### src/rtl/cpf_outbuf.sv
// Two-entry output buffer that decouples the pipeline from the result receiver.
module cpf_outbuf #(
	parameter int WIDTH = 212
) (
	input  logic             clk,
	input  logic             arst_n,
	input  logic             push,
	input  logic [WIDTH-1:0] push_data,
	output logic             room,
	output logic             out_valid,
	input  logic             out_ready,
	output logic [WIDTH-1:0] out_data
);

	logic [WIDTH-1:0] slot_q [2];
	logic             wr_ptr_q, rd_ptr_q;
	logic [1:0]       cnt_q;
	logic             pop;

	assign room      = (cnt_q != 2'd2);
	assign out_valid = (cnt_q != 2'd0);
	assign out_data  = slot_q[rd_ptr_q];
	assign pop       = out_valid && out_ready;

	// Entry storage
	always_ff @(posedge clk) begin
		if (push) begin
			slot_q[wr_ptr_q] <= push_data;
		end
	end

	// Pointers and fill count
	always_ff @(posedge clk or negedge arst_n) begin
		if (!arst_n) begin
			wr_ptr_q <= 1'b0;
			rd_ptr_q <= 1'b0;
			cnt_q    <= 2'd0;
		end else begin
			if (push) begin
				wr_ptr_q <= ~wr_ptr_q;
			end
			if (pop) begin
				rd_ptr_q <= ~rd_ptr_q;
			end
			cnt_q <= cnt_q + 2'(push) - 2'(pop);
		end
	end

endmodule
### config.mk
export PLATFORM = sky130hd
export DESIGN_NAME = cpf_outbuf
export DESIGN_NICKNAME = d
export VERILOG_FILES = /design/src/rtl/cpf_outbuf.sv
export SDC_FILE = /design/constraint.sdc
export NUM_CORES = 1
export LEC_CHECK = 0
export ABC_AREA = 0
export BUFFER_PORTS_ARGS = -buffer_cell sky130_fd_sc_hd__buf_2
export CAP_MARGIN = 10
export CELL_PAD_IN_SITES_DETAIL_PLACEMENT = 1
export CELL_PAD_IN_SITES_GLOBAL_PLACEMENT = 1
export CORE_UTILIZATION = 45
export DETAILED_ROUTE_END_ITERATION = 8
export HOLD_SLACK_MARGIN = 0.1
export PLACE_DENSITY_LB_ADDON = 0.1
export SYNTH_ARGS = -nofsm -noshare
export SYNTH_HDL_FRONTEND = slang
export SYNTH_SLANG_ARGS = --single-unit
### constraint.sdc
create_clock -name clk -period 25.1 [get_ports clk]
set_input_delay 5.02 -clock clk [delete_from_list [all_inputs] [get_ports clk]]
set_output_delay 5.02 -clock clk [all_outputs]
set_load 0.02 [all_outputs]
==> impl_metrics.toml <==
[global_routing]
grt_max_degree = 72
grt_usage_pct = 19.0
grt_pass1_vias = 8276
overflow = 0
grt_pass1_wl_um = 50900
antenna_found_initial = 14

[worst_setup_path]
worstPathMaxFanout = 62
cp_cell_sequence = "buf_4 -> buf_4 -> mux2_4 -> buf_2"
endpoint = "out_data[97]"
reg2reg_from = "wr_ptr_q$_DFFE_PN0P_"
worst-setup-path-type = "reg2out"
r2r_slack_ps = 22060
r2r.worst_path.cells = 3
cp-start-kind = "flip-flop"
crit_top_cell = "buf_4"
slowest_stage = "dfrtp_4"
r2r_end = "slot_q[1][90]$_DFFE_PP_"
endpoint_kind = "output port"
worstSetupStartpoint = "rd_ptr_q$_DFFE_PN0P_"
cp.required_ps = 20080
arrival_ps = 3970
max_stage_delay_ps = 1130

[drt]
wl_per_cell_um = 22.0
viasPerCell = 4.85
drtAntennaViolNets = 0
wirelength_um = 36100
vias = 7966
remaining_drc_errors = 0
dr.pass1.iters = 4
drt_iter0_drc = 352

[cts]
ctsHoldBuffers = 0
htree_num_levels = 2
cts_setup_buffers = 0
cts_made_buffers = 45
clock_path_buffers = 3
cts_resized = 0
cts.sinks = 428
worstSkewPairLatency_ps = 550
cts_tree = "done"
clkSlewWorstSetupHoldPaths_ps = 60
cts-root-buf = "clkbuf_16"

[die]
die_h_um = 192
rows = 69
start_util_pct = 45.7
die_area_sq_um = 36800
core_region_area_sq_um = 35500
io_pins = 430
die_x_um = 192

[sta]
setup_tns_ps = 0
final_max_slew_viol_count = 0
layout_min_cycle_time_ps = 8990
setup-violations-final = 0
finalClockSkew_ps = 11.4
whs_ps = 555
tightest_slew_ps = 1080
period_share_pct = 35.8
max_slew_margin_pct = 27.9
fmax_mhz = 111
hold_viol = 0
rsz0062_at_grt = "false"
fin_ws_ps = 16110

[synth]
ys_top_cells_by_area = "edfxtp_1 (79%), mux2_4 (16%), mux2_2 (2.9%)"
yosysSeqAreaShare_pct = 79.2
synth_most_common_cell = "edfxtp_1"
syn_area_sq_um = 16200
yosysTopAreaCell = "edfxtp_1"
synth_seq_cells = 428
synth_top_flop_cell = "edfxtp_1"
synth_edf_count = 424
yosysWarnings = 0
ys_async_sr_fraction_pct = 0.935
synthCells = 677
netlist_top_cells_count = "edfxtp_1 (424), mux2_4 (170), mux2_2 (42), buf_6 (20)"
avgSynthCellArea_sq_um = 23.9
synth_top_area_share_pct = 78.6
ys_types = 15
mappedNetlistNets = 895

[placement]
gp_congestion = 0.762
place_inst = 1552
place_area_sq_um = 18800
place_ws_ps = 16610
hpwl_um = 24800
port-buffer-count = 429

[finish]
final_cells = 1643
nFillCells = 3238
fin_area_sq_um = 20100
drive_gt1_share_pct = 60.8
final_nets = 1356
synthToLayoutAreaGrowth_pct = 24.2

[pwr]
ir_drop_mv = 0.0767
leakage_nw = 8.03
pwr_density_cell_nw_per_um2 = 121

[run]
drv_cap = 0

[outcome]
outcome = "finished, final reports clean"

[min_path]
hp-class = "reg2reg"
-- worst min-delay path by stage --
stage | from | cells after the start | to | slack (ps)
after floorplan | wr_ptr_q$_DFFE_PN0P_ | 1 | wr_ptr_q$_DFFE_PN0P_ | 460
after global placement | wr_ptr_q$_DFFE_PN0P_ | 1 | wr_ptr_q$_DFFE_PN0P_ | 540
after detailed placement | wr_ptr_q$_DFFE_PN0P_ | 1 | wr_ptr_q$_DFFE_PN0P_ | 550
after CTS | wr_ptr_q$_DFFE_PN0P_ | 1 | wr_ptr_q$_DFFE_PN0P_ | 560
after global routing | wr_ptr_q$_DFFE_PN0P_ | 1 | wr_ptr_q$_DFFE_PN0P_ | 590
final | wr_ptr_q$_DFFE_PN0P_ | 1 | wr_ptr_q$_DFFE_PN0P_ | 550
-- state kept, by name, summed over array words and instances, names as in the netlist --
| name | flops |
|---|---|
| slot_q | 424 |
| wr_ptr_q | 1 |
| rd_ptr_q | 1 |
| cnt_q | 2 |
-- layout make-up --
class                           count  area, sq um  share of cell area (%)
Antenna cell                       11         27.5                   0.137
Multi-Input combinational cell    223         3130                    15.5
Inverter                            2         7.51                  0.0373
Sequential cell                   428        12800                    63.8
Tap cell                          461          577                    2.87
Clock buffer                       54         1160                    5.77
Clock inverter                     26          170                   0.846
Timing Repair Buffer              438         2210                    11.0
-- worst max-delay path, delay by kind of cell (launching register included) --
| kind | cells | cell delay (ps) |
|---|---|---|
| buffers and inverters | 3 | 1830 |
| DFF | 1 | 1130 |
| muxes | 1 | 360 |
-- cell usage in the layout, fill, tap and decap left out, types with 2 or more instances in the layout --
cell type / synthesis / final
clkbuf_1: 0 / 9
edfxtp_1: 424 / 424
buf_2: 4 / 429
mux2_4: 170 / 170
mux2_2: 42 / 42
clkinv_1: 0 / 13
buf_4: 0 / 9
inv_1: 2 / 2
dfrtp_1: 4 / 3
ha_1: 2 / 2
bufinv_16: 0 / 2
clkinv_2: 0 / 10
clkbuf_16: 0 / 45
xnor2_1: 2 / 2
diode_2: 0 / 11
xor2_1: 2 / 2
-- through the flow --
stage,utilization (%),power (mW)
floorplan,-,1.65
global placement,52.9,1.85
detailed placement,52.9,1.86
CTS,56.6,2.47
global route,56.7,2.54
finish,56.7,2.44
-- power breakdown --
group / internal [mW] / leakage (nW) / switching, mW / total (mW)
registers: 0.950 / 4.03 / 0.0602 / 1.01
clock network: 0.348 / 0.659 / 0.260 / 0.609
logic: 0.352 / 3.35 / 0.464 / 0.817
-- logic make-up (layout without fill, tap and decap cells) --
logic type,Yosys count,in the layout,synth area share (%)
AND/OR/NAND/NOR,4,4,0.139
adder cells (fa/ha/maj),2,2,0.154
flip-flops,428,428,79.2
buffers and inverters,26,520,1.56
multiplexers,212,212,18.7
other,0,11,0
XOR/XNOR,4,4,0.216
AO/OA/AOI/OAI,1,1,0.0464
-- metal layers --
layer / track usage [%] / wire length [um] / vias to the layer above
met5: 0 / 71 / -
met4: 8.18 / 1080 / 10
met3: 7.67 / 3540 / 67
met2: 30.7 / 17600 / 302
met1: 22.5 / 13800 / 3948
li1: - / - / 3639
(Power assumes the default switching activity.)
