[config.mk]
export PLATFORM = sky130hd
export DESIGN_NAME = cpf_delay
export DESIGN_NICKNAME = d
export VERILOG_FILES = /design/src/rtl/cpf_delay.sv
export SDC_FILE = /design/constraint.sdc
export NUM_CORES = 1
export LEC_CHECK = 0
export BUFFER_PORTS_ARGS = -buffer_cell sky130_fd_sc_hd__clkbuf_2
export CAP_MARGIN = 25
export CORE_MARGIN = 5
export CORE_UTILIZATION = 36
export CTS_CLUSTER_DIAMETER = 50
export CTS_CLUSTER_SIZE = 25
export DETAILED_ROUTE_END_ITERATION = 8
export MAX_ROUTING_LAYER = met4
export PLACE_DENSITY = 0.74
export RECOVER_POWER = 50
export REMOVE_ABC_BUFFERS = 1
export SYNTH_ARGS = -nofsm -noshare
export SYNTH_HDL_FRONTEND = slang
export SYNTH_SLANG_ARGS = --single-unit
[constraint.sdc]
create_clock -name clk -period 0.8 [get_ports clk]
set_clock_uncertainty 0.15 [all_clocks]
set_input_delay 0.04 -clock clk [delete_from_list [all_inputs] [get_ports clk]]
set_output_delay 0.04 -clock clk [all_outputs]
set_load 0.03 [all_outputs]
[src/rtl/cpf_delay.sv]
// Enabled shift line that keeps operands aligned with the multiplier pipeline.
module cpf_delay #(
	parameter int WIDTH = 64,
	parameter int DEPTH = 1
) (
	input  logic             clk,
	input  logic             en,
	input  logic [WIDTH-1:0] d,
	output logic [WIDTH-1:0] q
);

	logic [WIDTH-1:0] line_q [DEPTH];

	// Shift one place per advancing cycle
	always_ff @(posedge clk) begin
		if (en) begin
			line_q[0] <= d;
			for (int i = 1; i < DEPTH; i++) begin
				line_q[i] <= line_q[i-1];
			end
		end
	end

	assign q = line_q[DEPTH-1];

endmodule

==> results of run 1 <==
cell type report:
cell class / instances / area [um2]
well taps: 70 / 87.58
fillers: 301 / 1149
clock buffers: 12 / 135.1
flip-flops and latches: 64 / 1922
repair buffers: 195 / 1838
clock inverters: 2 / 8.758
timing repair:
item,4_1_cts,5_1_grt
gates cloned,0,0
hold endpoints to repair,64,0
hold buffers,64,0
endpoints found under the setup margin,64,64
resized for setup,116,32
cells by family (layout without fill, tap and decap cells):
| logic type | Yosys count | in the layout |
|---|---|---|
| buffers and inverters | 0 | 209 |
| flip-flops | 64 | 64 |
cells in the final DEF, fill, tap and decap left out:
master	synthesis	layout
buf_4	0	1
buf_6	0	11
buf_8	0	9
clkbuf_1	0	4
clkbuf_2	0	64
clkbuf_4	0	2
clkbuf_8	0	52
clkinv_1	0	1
clkinv_2	0	1
dlygate4sd3_1	0	64
edfxtp_1	64	64
worst paths after layout:
path / start / endpoint / cells past startpoint
min: en / line_q[0][63] / 2
max: line_q[0][36] / q[36] / 1
report_power, final:
| part | switching, mW | internal (mW) |
|---|---|---|
| Sequential | 0.122 | 3.99 |
| Combinational | 0.800 | 0.852 |
| Clock | 1.11 | 1.08 |
stage by stage:
step,TNS [ns],cells,setup WS (ns),hold slack (ns)
final,-17.29,343,-0.3078,0.2034
after global routing,-19.76,343,-0.3448,0.2130
after CTS,-18.29,343,-0.3197,0.03168
after detailed placement,-4.273,265,-0.07540,0.06861
after global placement,-3.806,265,-0.06566,0.06638
after floorplan,0,64,0.1144,-0.01113
per-layer routing:
| metal | GRT usage [%] | routed length, um | vias to the layer above |
|---|---|---|---|
| met5 | - | 0 | - |
| met4 | 7.578 | 102 | 0 |
| met3 | 5.149 | 350 | 11 |
| met2 | 32.80 | 3421 | 76 |
| met1 | 17.56 | 2089 | 686 |
| li1 | - | - | 672 |
==> impl_metrics.toml, run 1 <==
[placed_design]
placed_cell_area_mm2 = 0.002695
port-buffer-count = 129
finalWeightedCongestion = 0.6824

[logic_synthesis]
synth.cells.most_frequent = "64 x edfxtp_1"
yosys-top-cells-area = "edfxtp_1 100%"
synth_compound_area_share_pct = 0
synth.yosys.warnings = 0
synthCells = 64
synth_edf_count = 64
yosys.cell_count.top_type = "edfxtp_1"
syn-cell-area_mm2 = 0.001922
adder_cell_area_share_of_the_yosys_netlist_pct = 0
post_synth_and_or_nand_nor_area_fraction_pct = 0
synth_xor_area_share_pct = 0
synth_top_area_share_pct = 100.0
yosysUniqueCellTypes = 1
synthesized_area_divided_by_synthesized_cell_count_um2 = 30.03
dominantRegCellSynth = "edfxtp_1"
yosys_register_bits = 64
synth_async_sr_flop_share_pct = 0
synth-seq-area-share_pct = 100.0
muxShareOfSynthArea_pct = 0
synth_top_cell_by_area = "edfxtp_1"

[sta]
worst_slew_margin_rel_pct = 71.30
rsz0062_at_grt = "true"
finalCritPeriodShare_pct = 138.5
finalHoldViolations = 0
finalCriticalPeriod_ns = 1.108
fin_ws_ns = -0.3078
timing_max_transition_violations_final = 0
finalSetupViolations = 65
worst_pin_slew_ns = 0.4306
max_freq_mhz = 902.7

[routing]
routed_wirelength_mm = 5.963
dr_vias_cell = 4.213
antenna_violating_nets_post_route = 0
detail_route.drc_violations = 0
num_vias = 1445
drt_pre_antenna_iters = 4
wl_per_cell_um = 17.38
drt-initial-drc-count = 51

[layout]
post-route-cell-area_mm2 = 0.003991
multiInputGateArea_um2 = 0
largest_register_ff_count = 64
post_synthesis_to_final_layout_area_growth_pct = 107.7
final_layout_size_suffix_gt1_share_pct = 51.28
fin_util_pct = 77.65
largestRegisters = "line_q (64)"
finalNetCount = 336
regMostFlops = "line_q"
antenna_cells = 0
multi_input_comb_cells = 0

[floorplan]
core.rowCount = 26
ioPinCount = 130
fp.dieW_um = 83.07
initial_standard_cell_utilization_of_the_core_pct = 37.39
die-area_mm2 = 0.006900
dieHeight_um = 83.07
core-area_mm2 = 0.005140

[global_route]
grt_max_degree = 34
grt_pass1_wl_mm = 8.804
first_global_vias = 1623
number_of_antenna_violations_at_the_first_check_in_global_routing = 0
gr-usage-all-layers_pct = 17.92
globalRoute.totalOverflow = 0

[worst_setup_path]
critical_path.cell_chain = "buf_8"
timing.critical_path.required_ns = 0.61
critical_path_peak_fanout = 1
worst_path_max_delay_cell = "edfxtp_1"
worst-path-buf-inv = 1
max_stage_delay_ns = 0.43
endpoint_kind = "output pin"
critical_path_class = "reg -> out"
timing.critical_path.from_type = "flop"
critical_path_arrival_ns = 0.92
cp_top_family = "flip-flops"

[clock_network]
clk_path_buf_depth = 2
post_cts.repair.setup_buffers = 0
cts_max_level = 3
tritoncts = "done"
cts.clk_slew.worst_paths_ns = 0.06
clock_sinks = 64
clock_tree.root_cell = "clkbuf_8"
tritoncts.num_buffers = 9

[run]
drv.max_cap_violation_count = 0

[power_and_ir_drop]
power.static_leakage_nw = 1.691
peakVddDrop_mv = 1.268
power.density_cell_area_mw_per_mm2 = 1992
design_power_total_mw = 7.952

[min_path]
hold_path.class = "in -> reg"

[run_status]
violations_in_the_final_reports = "negative setup slack"
status = "finished with violations"
Note: power is estimated with default switching activity, not from simulation.
==> run 2, diff against run 1 <==
--- a/config.mk
+++ b/config.mk
@@ -12,7 +12,6 @@
 export CTS_CLUSTER_DIAMETER = 50
 export CTS_CLUSTER_SIZE = 25
 export DETAILED_ROUTE_END_ITERATION = 8
-export MAX_ROUTING_LAYER = met4
 export PLACE_DENSITY = 0.74
 export RECOVER_POWER = 50
 export REMOVE_ABC_BUFFERS = 1
==> run 2 against run 1 <==
The run still ends with negative setup slack left; cell count is the same; sequential share of layout area unchanged; maximum frequency is essentially flat; setup slack better by 0.0011 ns; wire length hardly changed; first-iteration DRC count is 31% lower; global-route usage is 0.46 points lower; core utilization did not move; largest cell class unchanged; highest routed layer unchanged.
==> impl_metrics.toml, run 2 (synthesis gave the netlist of run 1 again) <==
[layout]
antenna_cells = 0
fin_util_pct = 77.65
largestRegisters = "line_q (64)"
post_synthesis_to_final_layout_area_growth_pct = 107.7
regMostFlops = "line_q"
multiInputGateArea_um2 = 0
post_layout_nonfiller_instances = 343
final_layout_size_suffix_gt1_share_pct = 51.28
mostFrequentLayoutCells = "64 x dlygate4sd3_1, 64 x clkbuf_2, 64 x edfxtp_1, 52 x clkbuf_8, 11 x buf_6"
fill_cells = 301
multi_input_comb_cells = 0
finalNetCount = 336
largest_register_ff_count = 64

[floorplan]
core.rowCount = 26
die-area_mm2 = 0.006900
initial_standard_cell_utilization_of_the_core_pct = 37.39
dieHeight_um = 83.07
ioPinCount = 130
fp.dieW_um = 83.07
core-area_mm2 = 0.005140

[worst_setup_path]
critical_path_arrival_ns = 0.92
worst-path-buf-inv = 1
max_stage_delay_ns = 0.43
critical_path.cell_chain = "buf_8"
timing.critical_path.from_type = "flop"
timing.critical_path.required_ns = 0.61
cp_top_family = "flip-flops"
worst_path_max_delay_cell = "edfxtp_1"
endpoint_kind = "output pin"
critical_path_class = "reg -> out"
critical_path_peak_fanout = 1

[placed_design]
dp_cells = 265
port-buffer-count = 129
finalWeightedCongestion = 0.6757

[sta]
worst_pin_slew_ns = 0.4310
finalSetupViolations = 65
finalCritPeriodShare_pct = 138.3
rsz0062_at_grt = "true"
max_freq_mhz = 903.6
finalHoldViolations = 0
worst_slew_margin_rel_pct = 71.27
timing_max_transition_violations_final = 0
fin_ws_ns = -0.3067
finalCriticalPeriod_ns = 1.107

[routing]
wl_per_cell_um = 17.38
routed_wirelength_mm = 5.961
antenna_violating_nets_post_route = 0
num_vias = 1445
drt_pre_antenna_iters = 4
drt-initial-drc-count = 35
dr_vias_cell = 4.213
detail_route.drc_violations = 0

[clock_network]
tritoncts.num_buffers = 9
cts_max_level = 3
clk_path_buf_depth = 2
clock_sinks = 64
clock_tree.root_cell = "clkbuf_8"
tritoncts = "done"
cts.clk_slew.worst_paths_ns = 0.06

[global_route]
grt_pass1_wl_mm = 8.838
first_global_vias = 1612
number_of_antenna_violations_at_the_first_check_in_global_routing = 0
gr-usage-all-layers_pct = 17.46
grt_max_degree = 34
globalRoute.totalOverflow = 0

[run_status]
violations_in_the_final_reports = "negative setup slack"
status = "finished with violations"

[run]
drv.max_cap_violation_count = 0

[min_path]
hold_path.class = "in -> reg"

[power_and_ir_drop]
power.static_leakage_nw = 1.691
design_power_total_mw = 7.937
power.density_cell_area_mw_per_mm2 = 1989
peakVddDrop_mv = 1.253
==> run 2: routing by layer <==
layer	track usage [%]	wire [um]
met1	16.19	1994
met2	32.94	3418
met3	8.119	474
met4	6.241	73
met5	0	0
==> run 2: cell type report <==
cell class            instances  area [um2]  area share (%)
clock buffer                 12       135.1           3.386
timing repair buffer        195        1838           46.05
sequential                   64        1922           48.15
clock inverter                2       8.758          0.2194
tap                          70       87.58           2.194
==> run 2: power by group <==
part	internal, mW	total (mW)	leakage, nW	switching [mW]
logic	0.852	1.65	0.991	0.801
registers	3.99	4.12	0.626	0.123
clock network	1.08	2.17	0.0737	1.09
total	5.92	7.94	1.69	2.01
==> run 2: repair_timing <==
action | CTS | global route
endpoints found under the hold margin | 64 | 0
setup endpoints to repair | 64 | 64
resized for setup | 116 | 32
hold buffers | 64 | 0
buffers inserted | 0 | 0
==> run 2: stage by stage <==
step / hold slack, ns / instance area (um2) / setup TNS [ns] / worst slack (ns)
detailed placement: 0.06861 / 2695 / -4.273 / -0.07540
finish: 0.2108 / 3991 / -17.17 / -0.3067
global placement: 0.06638 / 2695 / -3.806 / -0.06566
CTS: 0.03168 / 3965 / -18.29 / -0.3197
global route: 0.2027 / 3991 / -20.09 / -0.3500
floorplan: -0.01113 / 1922 / 0 / 0.1144
==> run 2: path summary, 6_finish.rpt <==
| kind | startpoint | end | cells past startpoint | slack (ns) |
|---|---|---|---|---|
| max | line_q[0][36] | q[36] | 1 | -0.31 |
| min | en | line_q[0][37] | 2 | 0.21 |
==> run 3, diff against run 2 <==
==> constraint.sdc (replaced) <==
create_clock -name clk -period 0.8 [get_ports clk]
set_clock_uncertainty 0.15 [all_clocks]
set_input_delay 0.16 -clock clk [delete_from_list [all_inputs] [get_ports clk]]
set_output_delay 0.16 -clock clk [all_outputs]
set_load 0.03 [all_outputs]
==> run 3 against run 2 <==
The run ends with negative hold slack, negative setup slack left; combinational power is 16% lower; wire length is 25% lower; first-iteration DRC count is 51% higher; non-clock buffer count is 64 lower; clock power is 4% lower; global-route usage is 3.9 points lower; hold slack worse by 0.35 ns; core utilization is 12 points lower; sequential power hardly changed; total power is 4.5% lower; final area is 16% lower; sequential cell count stayed put; highest routed layer unchanged.
==> impl_metrics.toml, run 3 (synthesis gave the netlist of run 1 again) <==
[sta]
finalSetupViolations = 64
worst_hold_slack_ns = -0.1435
finalCriticalPeriod_ns = 1.213
fin_ws_ns = -0.4128
worst_pin_slew_ns = 0.1731
finalHoldViolations = 64
rsz0062_at_grt = "true"
finalCritPeriodShare_pct = 151.6
worst_slew_margin_rel_pct = 88.46
max_freq_mhz = 824.5
fin_setup_tns_ns = -24.33
timing_max_transition_violations_final = 0

[placed_design]
port-buffer-count = 129
hpwlAfterDp_mm = 3.101
placed_cell_area_mm2 = 0.002695
finalWeightedCongestion = 0.6757

[worst_setup_path]
worst_path_max_delay_cell = "edfxtp_1"
max_stage_delay_ns = 0.42
critical_path_arrival_ns = 0.90
worst-path-buf-inv = 1
worst-path-stages = 1
timing.critical_path.required_ns = 0.49
endpoint_kind = "output pin"
critical_path.cell_chain = "buf_8"
cp_top_family = "flip-flops"
timing.critical_path.from_type = "flop"
critical_path_class = "reg -> out"
critical_path_peak_fanout = 1

[layout]
multi_input_comb_cells = 0
antenna_cells = 0
largest_register_ff_count = 64
final_layout_size_suffix_gt1_share_pct = 66.83
finalNetCount = 272
regMostFlops = "line_q"
area.sequential_mm2 = 0.001922
fill_cells = 372
fin_util_pct = 65.55
final_common_cell = "edfxtp_1"
multiInputGateArea_um2 = 0
post_synthesis_to_final_layout_area_growth_pct = 75.33
mostFrequentLayoutCells = "64 x edfxtp_1, 63 x clkbuf_2, 59 x clkbuf_8, 11 x buf_6"
post-route-cell-area_mm2 = 0.003369
largestRegisters = "line_q (64)"

[global_route]
gr-usage-all-layers_pct = 13.53
grt_pass1_wl_mm = 6.879
number_of_antenna_violations_at_the_first_check_in_global_routing = 0
first_global_vias = 1308
grt_max_degree = 34
globalRoute.totalOverflow = 0

[routing]
drt-initial-drc-count = 53
m1WireLength_mm = 1.484
met2_wirelength_mm = 2.485
dr_vias_cell = 4.191
routed_wirelength_mm = 4.498
wl_per_cell_um = 16.18
drt_pre_antenna_iters = 4
dr.max_layer_used = "met4"
num_vias = 1165
detail_route.drc_violations = 0
antenna_violating_nets_post_route = 0
met3_length_um = 430

[clock_network]
tritoncts.num_buffers = 9
cts.clk_slew.worst_paths_ns = 0.06
cts_max_level = 3
clock_tree.root_cell = "clkbuf_8"
clock_sinks = 64
tritoncts = "done"
clk_path_buf_depth = 2

[floorplan]
initial_standard_cell_utilization_of_the_core_pct = 37.39
core.rowCount = 26
ioPinCount = 130
core-area_mm2 = 0.005140
fp.dieW_um = 83.07
die-area_mm2 = 0.006900
dieHeight_um = 83.07

[run]
drv.max_cap_violation_count = 0

[run_status]
status = "finished with violations"
violations_in_the_final_reports = "negative hold slack, negative setup slack"

[power_and_ir_drop]
design_power_total_mw = 7.581
peakVddDrop_mv = 1.446
power.static_leakage_nw = 1.430
power.density_cell_area_mw_per_mm2 = 2250

[min_path]
hold_path.class = "in -> reg"
worstHoldPathCells = 1
-- run 3: cell count changes in the layout (fill, tap and decap cells not counted) --
cell,change
clkbuf_2,-1
buf_8,-6
clkbuf_8,+7
clkbuf_4,-2
clkbuf_1,-1
buf_12,+2
buf_4,-1
clkinv_1,+1
dlygate4sd3_1,-64
-- run 3: cell type report --
| cell class | count | area share (%) |
|---|---|---|
| Clock inverter | 3 | 0.3713 |
| Timing Repair Buffer | 131 | 36.20 |
| Tap cell | 70 | 2.599 |
| Sequential cell | 64 | 57.04 |
| Clock buffer | 10 | 3.788 |
-- run 3: what timing repair did --
item / in CTS / in global routing
hold endpoints to repair: 64 / 64
gates resized for setup: 117 / 25
setup buffers: 0 / 0
setup endpoints to repair: 64 / 64
-- run 3: final timing paths --
| check | start | endpoint | slack (ns) |
|---|---|---|---|
| worst min-delay path | d[5] | line_q[0][5] | -0.14 |
| worst max-delay path | line_q[0][10] | q[10] | -0.41 |
-- run 3: layer usage --
metal / GRT usage (%) / vias to the layer above
li1: - / 542
met1: 12.51 / 538
met2: 23.76 / 75
met3: 6.931 / 10
met4: 7.578 / 0
met5: 0 / -
-- run 3: stage by stage --
stage               std cells  hold slack, ns  setup WS [ns]
detailed placement        265          0.1886        -0.1936
finish                    278         -0.1435        -0.4128
CTS                       278         -0.1684        -0.4367
floorplan                  64          0.1089      -0.005575
global route              278         -0.1728        -0.4602
global placement          265          0.1864        -0.1857
-- run 3: report_power, final --
group | total, mW | switching [mW] | internal, mW | leakage [nW]
Clock | 2.09 | 1.04 | 1.04 | 0.0729
Sequential | 4.10 | 0.111 | 3.99 | 0.626
Combinational | 1.39 | 0.733 | 0.657 | 0.731
Total | 7.58 | 1.89 | 5.69 | 1.43
